## src/hw/rtl/assert_macros.svh

```systemverilog
// Assertion helpers shared by the RTL.
`ifndef ASSERT_MACROS_SVH
`define ASSERT_MACROS_SVH

// Same-cycle implication, checked on every clk edge outside reset.
`define CLB_ASSERT_NOW(label, ante, cons, msg) \
	label: assert property (@(posedge clk) disable iff (!arst_n) (ante) |-> (cons)) \
		else $error(msg);

// Next-cycle implication, checked on every clk edge outside reset.
`define CLB_ASSERT_NEXT(label, ante, cons, msg) \
	label: assert property (@(posedge clk) disable iff (!arst_n) (ante) |=> (cons)) \
		else $error(msg);

`endif

```

## src/hw/rtl/clb_pkg.sv

```systemverilog
package clb_pkg;

	// Destination window size in pixels.
	localparam int WIN_WIDTH  = 1024;
	localparam int WIN_HEIGHT = 1024;

	localparam int CFG_IDX_W  = 3;
	localparam int CFG_DATA_W = 13;

	// Register indexes on the config port.
	typedef enum logic [CFG_IDX_W-1:0] {
		REG_DEST_X    = 3'd0,
		REG_DEST_Y    = 3'd1,
		REG_RECT_W    = 3'd2,
		REG_RECT_H    = 3'd3,
		REG_SRC_X     = 3'd4,
		REG_SRC_Y     = 3'd5,
		REG_SRC_WIDTH = 3'd6
	} reg_idx_t;

	localparam logic [7:0]  ALPHA_OPAQUE = 8'hFF;
	localparam logic [7:0]  ALPHA_CLEAR  = 8'h00;
	// floor(x/255) == (x * 0x8081) >> 23 for every x up to 255*255
	localparam logic [15:0] RECIP_255    = 16'h8081;

	// Current register view, rectangle sizes already clamped to 1..2048.
	typedef struct packed {
		logic [11:0] dest_x;     // signed
		logic [11:0] dest_y;     // signed
		logic [11:0] rect_w;
		logic [11:0] rect_h;
		logic [11:0] src_x;
		logic [11:0] src_y;
		logic [12:0] src_width;
	} cfg_t;

	// Raster position of the next request.
	typedef struct packed {
		logic [10:0] col;
		logic [10:0] row;
		logic        last;
	} pos_t;

	typedef enum logic [1:0] {
		PX_CLEAR,
		PX_COPY,
		PX_BLEND
	} px_kind_t;

	// Per-pixel blend partial results: kind and un-divided channel sums (R, G, B).
	typedef struct packed {
		px_kind_t         kind;
		logic [2:0][15:0] sum;
	} mix_t;

	// Clip and address partials for one position.
	typedef struct packed {
		logic        in_win;
		logic [19:0] dst_addr;
		logic [23:0] src_prod;
		logic [12:0] src_off;
	} addr_t;

	function automatic logic [7:0] div255(input logic [15:0] x);
		logic [31:0] p;
		p = 32'(x) * 32'(RECIP_255);
		return p[30:23];
	endfunction

endpackage

```

## src/hw/rtl/clipped_alpha_blit_unit.sv

```systemverilog
// Alpha-blending blit datapath with window clipping. Program the seven
// registers (dest_x, dest_y, rect_w, rect_h, src_x, src_y, src_width) over
// the cfg port while no request is in flight, then stream one request per
// rectangle position in raster order: tdata carries the source ARGB pixel
// and the destination pixel currently at that spot. The unit keeps the
// column/row counters itself and returns one result per request with the
// write flag, destination and source word addresses, the colour and tlast on
// the final position. Clipped positions and alpha 0 give no write; alpha 255
// copies the source; other alphas blend each channel and force alpha to 0xFF.
// Throughput is one request per clock with no bubbles while m_tready is held
// high; the stages are the input register, product stage and output register,
// split around the per-channel and reciprocal (divide by 255) multiplies.
// The counters wrap back to the origin after the last position, so
// consecutive rectangles stream without any restart.
`include "assert_macros.svh"

module clipped_alpha_blit_unit import clb_pkg::*; (
	input  logic                  clk,
	input  logic                  arst_n,
	// config write port
	input  logic                  cfg_we,
	input  logic [CFG_IDX_W-1:0]  cfg_index,
	input  logic [CFG_DATA_W-1:0] cfg_data,
	// request stream
	input  logic                  s_tvalid,
	output logic                  s_tready,
	input  logic [63:0]           s_tdata,   // src_pixel[31:0], dst_pixel[63:32]
	// result stream
	output logic                  m_tvalid,
	input  logic                  m_tready,
	output logic [79:0]           m_tdata,   // write_enable[0], dst_addr[20:1],
	                                         // src_addr[44:21], out_pixel[76:45], zero[79:77]
	output logic                  m_tlast
);

	cfg_t  cfg;
	pos_t  pos;
	addr_t addr;
	mix_t  mix;

	logic  accept;
	logic  rdy_o, rdy_s2, rdy_s1;

	// stage 1: captured request and its position
	logic        v_s1;
	logic [31:0] sp_s1, dp_s1;
	logic [10:0] col_s1, row_s1;
	logic        last_s1;

	// stage 2: products
	logic        v_s2;
	addr_t       addr_s2;
	mix_t        mix_s2;
	logic [31:0] sp_s2;
	logic        last_s2;

	// output register
	logic        out_valid_q;
	logic        we_q;
	logic [19:0] dst_addr_q;
	logic [23:0] src_addr_q;
	logic [31:0] pix_q;
	logic        last_q;

	logic        we_nx;
	logic [31:0] pix_nx;

	clb_cfg_regs u_cfg (
		.clk       (clk),
		.arst_n    (arst_n),
		.cfg_we    (cfg_we),
		.cfg_index (cfg_index),
		.cfg_data  (cfg_data),
		.cfg       (cfg)
	);

	clb_walker u_walker (
		.clk    (clk),
		.arst_n (arst_n),
		.cfg    (cfg),
		.step   (accept),
		.pos    (pos)
	);

	// each stage loads whenever it is empty or the one after it can make room
	assign rdy_o    = !out_valid_q || m_tready;
	assign rdy_s2   = !v_s2 || rdy_o;
	assign rdy_s1   = !v_s1 || rdy_s2;
	assign s_tready = rdy_s1;
	assign accept   = s_tvalid && rdy_s1;

	always_ff @(posedge clk or negedge arst_n) begin
		if (!arst_n) begin
			v_s1 <= 1'b0;
		end else if (rdy_s1) begin
			v_s1 <= s_tvalid;
		end
	end

	always_ff @(posedge clk) begin
		if (accept) begin
			sp_s1   <= s_tdata[31:0];
			dp_s1   <= s_tdata[63:32];
			col_s1  <= pos.col;
			row_s1  <= pos.row;
			last_s1 <= pos.last;
		end
	end

	// user keeps config stable with requests in flight (unchecked); later stages read it live
	clb_addr_gen u_addr (
		.cfg  (cfg),
		.col  (col_s1),
		.row  (row_s1),
		.addr (addr)
	);

	clb_mix u_mix (
		.src_pixel (sp_s1),
		.dst_pixel (dp_s1),
		.mix       (mix)
	);

	always_ff @(posedge clk or negedge arst_n) begin
		if (!arst_n) begin
			v_s2 <= 1'b0;
		end else if (rdy_s2) begin
			v_s2 <= v_s1;
		end
	end

	always_ff @(posedge clk) begin
		if (v_s1 && rdy_s2) begin
			addr_s2 <= addr;
			mix_s2  <= mix;
			sp_s2   <= sp_s1;
			last_s2 <= last_s1;
		end
	end

	// final colour: divide by 255 through the reciprocal multiply
	assign we_nx = addr_s2.in_win && (mix_s2.kind != PX_CLEAR);

	always_comb begin
		if (!we_nx) begin
			pix_nx = '0;
		end else begin
			unique case (mix_s2.kind)
				PX_COPY:  pix_nx = sp_s2;
				PX_BLEND: pix_nx = {ALPHA_OPAQUE, div255(mix_s2.sum[2]),
				                    div255(mix_s2.sum[1]), div255(mix_s2.sum[0])};
				default:  pix_nx = '0;
			endcase
		end
	end

	always_ff @(posedge clk or negedge arst_n) begin
		if (!arst_n) begin
			out_valid_q <= 1'b0;
		end else if (rdy_o) begin
			out_valid_q <= v_s2;
		end
	end

	always_ff @(posedge clk) begin
		if (v_s2 && rdy_o) begin
			we_q       <= we_nx;
			dst_addr_q <= addr_s2.dst_addr;
			// source address wraps at 24 bits
			src_addr_q <= addr_s2.src_prod + 24'(addr_s2.src_off);
			pix_q      <= pix_nx;
			last_q     <= last_s2;
		end
	end

	assign m_tvalid = out_valid_q;
	assign m_tdata  = {3'b000, pix_q, src_addr_q, dst_addr_q, we_q};
	assign m_tlast  = last_q;

	// written pixels always carry full alpha
	`CLB_ASSERT_NOW(a_we_opaque, m_tvalid && m_tdata[0], m_tdata[76:69] == ALPHA_OPAQUE, "written pixel alpha is not 0xFF")

	// no write means a zero colour
	`CLB_ASSERT_NOW(a_nowrite_zero, m_tvalid && !m_tdata[0], m_tdata[76:45] == 32'd0, "non-written pixel is not zero")

	// after the last position the walk restarts at the origin
	`CLB_ASSERT_NEXT(a_wrap_origin, accept && pos.last, pos.col == 11'd0 && pos.row == 11'd0, "walker did not return to origin after last")

endmodule

```

## src/hw/rtl/clb_cfg_regs.sv

```systemverilog
module clb_cfg_regs import clb_pkg::*; (
	input  logic                  clk,
	input  logic                  arst_n,
	input  logic                  cfg_we,
	input  logic [CFG_IDX_W-1:0]  cfg_index,
	input  logic [CFG_DATA_W-1:0] cfg_data,
	output cfg_t                  cfg
);

	logic [11:0] dest_x_q, dest_y_q, rect_w_q, rect_h_q, src_x_q, src_y_q;
	logic [12:0] src_width_q;

	// 0 acts as 1, anything above 2048 as 2048
	function automatic logic [11:0] eff_len(input logic [11:0] v);
		logic [11:0] r;
		if (v == 12'd0) begin
			r = 12'd1;
		end else if (v > 12'd2048) begin
			r = 12'd2048;
		end else begin
			r = v;
		end
		return r;
	endfunction

	always_ff @(posedge clk or negedge arst_n) begin
		if (!arst_n) begin
			dest_x_q    <= '0;
			dest_y_q    <= '0;
			rect_w_q    <= 12'd1;
			rect_h_q    <= 12'd1;
			src_x_q     <= '0;
			src_y_q     <= '0;
			src_width_q <= 13'd1;
		end else if (cfg_we) begin
			unique case (reg_idx_t'(cfg_index))
				REG_DEST_X:    dest_x_q    <= cfg_data[11:0];
				REG_DEST_Y:    dest_y_q    <= cfg_data[11:0];
				REG_RECT_W:    rect_w_q    <= cfg_data[11:0];
				REG_RECT_H:    rect_h_q    <= cfg_data[11:0];
				REG_SRC_X:     src_x_q     <= cfg_data[11:0];
				REG_SRC_Y:     src_y_q     <= cfg_data[11:0];
				REG_SRC_WIDTH: src_width_q <= cfg_data;
				default: ;
			endcase
		end
	end

	assign cfg.dest_x    = dest_x_q;
	assign cfg.dest_y    = dest_y_q;
	assign cfg.rect_w    = eff_len(rect_w_q);
	assign cfg.rect_h    = eff_len(rect_h_q);
	assign cfg.src_x     = src_x_q;
	assign cfg.src_y     = src_y_q;
	assign cfg.src_width = src_width_q;

endmodule

```

## src/hw/rtl/clb_walker.sv

```systemverilog
module clb_walker import clb_pkg::*; (
	input  logic clk,
	input  logic arst_n,
	input  cfg_t cfg,
	input  logic step,
	output pos_t pos
);

	logic [10:0] col_q, row_q;
	logic [11:0] col_nx, row_nx;
	logic        row_end, rect_end;

	assign col_nx   = {1'b0, col_q} + 12'd1;
	assign row_nx   = {1'b0, row_q} + 12'd1;
	// >= so a counter past a shrunk bound still closes out
	assign row_end  = col_nx >= cfg.rect_w;
	assign rect_end = row_nx >= cfg.rect_h;

	always_ff @(posedge clk or negedge arst_n) begin
		if (!arst_n) begin
			col_q <= '0;
			row_q <= '0;
		end else if (step) begin
			if (row_end) begin
				col_q <= '0;
				row_q <= rect_end ? 11'd0 : row_nx[10:0];
			end else begin
				col_q <= col_nx[10:0];
			end
		end
	end

	assign pos.col  = col_q;
	assign pos.row  = row_q;
	assign pos.last = row_end && rect_end;

endmodule

```

## src/hw/rtl/clb_addr_gen.sv

```systemverilog
module clb_addr_gen import clb_pkg::*; (
	input  cfg_t        cfg,
	input  logic [10:0] col,
	input  logic [10:0] row,
	output addr_t       addr
);

	logic [12:0] dx, dy;
	logic [12:0] src_row;
	logic [25:0] prod;

	// window position, 13-bit two's complement
	assign dx = {cfg.dest_x[11], cfg.dest_x} + {2'b00, col};
	assign dy = {cfg.dest_y[11], cfg.dest_y} + {2'b00, row};

	assign addr.in_win = !dx[12] && (dx[11:0] < 12'(WIN_WIDTH)) &&
	                     !dy[12] && (dy[11:0] < 12'(WIN_HEIGHT));

	assign addr.dst_addr = addr.in_win ?
		20'(20'(dy[11:0]) * 20'(WIN_WIDTH)) + 20'(dx[11:0]) : 20'd0;

	// source row times pitch; column offset is added a stage later
	assign src_row       = {1'b0, cfg.src_y} + {2'b00, row};
	assign prod          = 26'(src_row) * 26'(cfg.src_width);
	assign addr.src_prod = prod[23:0];
	assign addr.src_off  = {1'b0, cfg.src_x} + {2'b00, col};

endmodule

```

## src/hw/rtl/clb_mix.sv

```systemverilog
module clb_mix import clb_pkg::*; (
	input  logic [31:0] src_pixel,
	input  logic [31:0] dst_pixel,
	output mix_t        mix
);

	logic [7:0] a, na;

	assign a  = src_pixel[31:24];
	assign na = ALPHA_OPAQUE - a;

	assign mix.kind = (a == ALPHA_CLEAR)  ? PX_CLEAR :
	                  (a == ALPHA_OPAQUE) ? PX_COPY  : PX_BLEND;

	// R, G, B lanes; each sum stays at or below 255*255
	for (genvar c = 0; c < 3; c++) begin : g_chan
		assign mix.sum[c] = 16'(src_pixel[8*c +: 8]) * 16'(a) +
		                    16'(dst_pixel[8*c +: 8]) * 16'(na);
	end

endmodule
```

## config.mk

```make
export PLATFORM = sky130hd
export DESIGN_NAME = clipped_alpha_blit_unit
export DESIGN_NICKNAME = d
export VERILOG_FILES = /design/src/hw/rtl/clb_pkg.sv /design/src/hw/rtl/clipped_alpha_blit_unit.sv /design/src/hw/rtl/clb_cfg_regs.sv /design/src/hw/rtl/clb_walker.sv /design/src/hw/rtl/clb_addr_gen.sv /design/src/hw/rtl/clb_mix.sv
export VERILOG_INCLUDE_DIRS = /design/src /design/src/hw/rtl
export SDC_FILE = /design/constraint.sdc
export NUM_CORES = 2
export LEC_CHECK = 0
export ABC_AREA = 0
export BUFFER_PORTS_ARGS = -buffer_cell sky130_fd_sc_hd__buf_4
export CORE_UTILIZATION = 65
export DETAILED_ROUTE_END_ITERATION = 16
export HOLD_SLACK_MARGIN = 0.02
export PLACE_DENSITY = 0.93
export SYNTH_ARGS = -nofsm -noshare
export SYNTH_HDL_FRONTEND = slang
export SYNTH_SLANG_ARGS = --single-unit
```

## constraint.sdc

```tcl
create_clock -name clk -period 10.95 [get_ports clk]
set_clock_uncertainty 0.2 [all_clocks]
set_input_delay 1.095 -clock clk [delete_from_list [all_inputs] [get_ports clk]]
set_output_delay 1.095 -clock clk [all_outputs]
set_load 0.03 [all_outputs]
```

==> metrics <==
critical path arrival=~8.1 ns; worst-skew pair later-pin latency=0.63 ns; CTS tree=built; final WL=approximately 89 mm; library cells used by synthesis=73; layout net count=4792; CP Capture Type=flip-flop; Startpoint Class=flip-flop; Critical Setup Path Class=flip-flop to flip-flop; Seq/Total Area, Yosys=between 20% and 30%; share of cells above drive strength 1=9.78%; maximum capacitance violations=0; fmax=125 MHz; final critical-path share of the clock period=~73%; gr usage total=29.7%; WP depth=29; IO Port Bufs=156; ant diodes=0; CTS sink cnt=408; die area=between 0.06 and 0.07 mm²; critical-path maximum fanout=13; post-route setup slack=2.96 ns; GP Congestion=0.899; post-route ant nets=0; Yosys reg bits=just over 400; post-route minimum period=7.99 ns; ys flop type=edfxtp_1; Critical Path Source=row_s1[0]; Hold Fails Final Rpt=0; Layout area overhead=9.03%; async set-or-reset flop fraction in the synthesized netlist=27.0%; FF-to-FF End=addr_s2[36]; most used cell, CP=fa_1; failing checks=DRC; Worst path max stage delay=approximately 0.54 ns; r2r startpoint=row_s1[0]; Syn Inst Count=about 3600; H-Tree Depth=2; worst endpoint required time=11.09 ns; mean post-synth cell area=10.8 µm²; r2r setup slk=2.96 ns; Area contributors post-synth=edfxtp_1 (23%), fa_1 (21%), ha_1 (17%), dfrtp_1 (6.8%), inv_1 (5.5%); width of the die=247 µm; footprint of the multi-input gates=between 0.02 and 0.025 mm²; critical path's slowest cell=fa_1; Placed Cells=around 4500; setup_tns=0 ns; dpl ws=just over 3 ns; # DRC=22; io pins=168; hpwl dp=64.8 mm; wire per inst=19.5 µm; Clock transition at path regs=0.06 ns; CTS Buf Count=46; end of the critical path=addr_s2[36]; vias in the first global route=roughly 28000; starting density of the core=66.0%; number of enable flip-flop cells after synthesis=around 300; initial antenna violation count=1; actual slew at the worst max-slew pin=around 1.3 ns; worst path bufs/invs=5; final cell count without fillers=4575; die height=247 µm; DRT Pass-1 Iters=12; Ys Warns=0; Reg2Reg Depth=29; Final Max Slew Viols=0; root buf cell=clkbuf_16; largest net degree at the start of global routing=84; # fillers=3646; Hold-fix buffers, CTS=0; RSZ-0062 raised after global routing=false; status=finished, violations left; Longest Clk Path Bufs=3; Sequential cell area=0.0117 mm²; postcts setup bufs=0; Top Family by Delay on Critical Path=adder cells; DRT iter0 DRCs=2022; first-pass GRT wire length=142 mm; Hold WS=around 0.20 ns; core box area=approximately 0.06 mm²; most frequent cells in the layout=inv_1 (568), ha_1 (528), fa_1 (414); Post-Syn Area=0.0391 mm²; Vias=~27000; most common cell after layout, fill and taps aside=inv_1; post-CTS sizing=0; Slew Limit Headroom=12.7%; grt total ovfl=0; row count=89; Yosys top cell area share=a little under a quarter; via/cell ratio=5.93; HP Class=input port to asynchronous set/reset pin; final setup violation count=0; Synth area leader=edfxtp_1
cells in the mapped netlist, types with 7 or more instances:
cell type	instances
nor4_1	9
buf_1	7
or3_1	11
o211ai_1	11
fa_1	414
a31oi_1	18
clkbuf_1	85
o21ai_0	93
and2_1	212
or2_2	12
o31ai_1	15
nand2_1	287
nor2b_1	154
mux2_2	84
nand2b_1	66
a21oi_1	82
and3_1	24
dfrtp_1	107
ha_1	528
nor2_1	122
nand3_1	38
edfxtp_1	298
inv_1	568
nor3b_1	7
xor2_1	48
a211oi_1	21
xnor2_1	111
o21a_1	19
nor3_1	37
nand4_1	7
o21bai_1	12
a21o_1	34
sequential cells by signal (all words and copies together), names as in the netlist, 13 cells and up:
register           count
sp_s1                 32
src_addr_q            24
sp_s2                 32
dst_addr_q            20
u_cfg.src_width_q     13
addr_s2               58
mix_s2                50
dp_s1                 24
pix_q                 32
routing by layer:
layer / vias up / track usage, % / routed length [µm]
met1: 13500 / 39.0 / 35300
li1: 12200 / - / -
met4: 2 / 11.9 / 3580
met2: 1174 / 49.4 / 42700
met3: 274 / 4.94 / 7520
met5: - / 0 / 13
logic make-up after synthesis:
logic type	count (synthesis)	synth area share, %
buffers and inverters	667	6.46
multiplexers	89	2.55
flip-flops	408	29.9
AND/OR/NAND/NOR	1005	13.4
AO/OA/AOI/OAI	361	5.96
other	1	0.00959
adder cells (fa/ha/maj)	942	38.1
XOR/XNOR	160	3.62
worst reg2reg max path, delay by kind of cell, from the launching register on:
family	cells	cell delay (ns)
buf+inv	5	0.38
xor+xnor	2	0.18
flops	1	0.43
simple gates	5	0.89
compound gates	9	2.07
fa+ha+maj	8	3.55
cell type report:
class                           instances  share of cell area [%]
Sequential cell                       408                    27.4
Timing Repair Buffer                  177                    3.12
Tap cell                              773                    2.27
Clock buffer                           52                    2.78
Clock inverter                         33                   0.959
Inverter                              569                    5.01
Multi-Input combinational cell       2563                    58.4
per-stage QoR:
| stage | cell area [µm²] | utilization (%) |
|---|---|---|
| final | 42600 | 72.0 |
| after global routing | 42600 | 72.0 |
| after detailed placement | 41100 | 69.3 |
| after floorplan | 39100 | - |
| after global placement | 41100 | 69.3 |
| after CTS | 42600 | 72.0 |
worst min-delay path by stage:
stage / endpoint / cells past startpoint
floorplan: dst_addr_q[0] / 0
global placement: dst_addr_q[19] / 0
detailed placement: dst_addr_q[8] / 0
CTS: u_cfg.rect_w_q[2] / 1
global route: last_s2 / 0
finish: u_walker.col_q[1] / 1
Power is not shown: default switching activity piles up to over one toggle a cycle in this logic, so the estimate is an artifact.
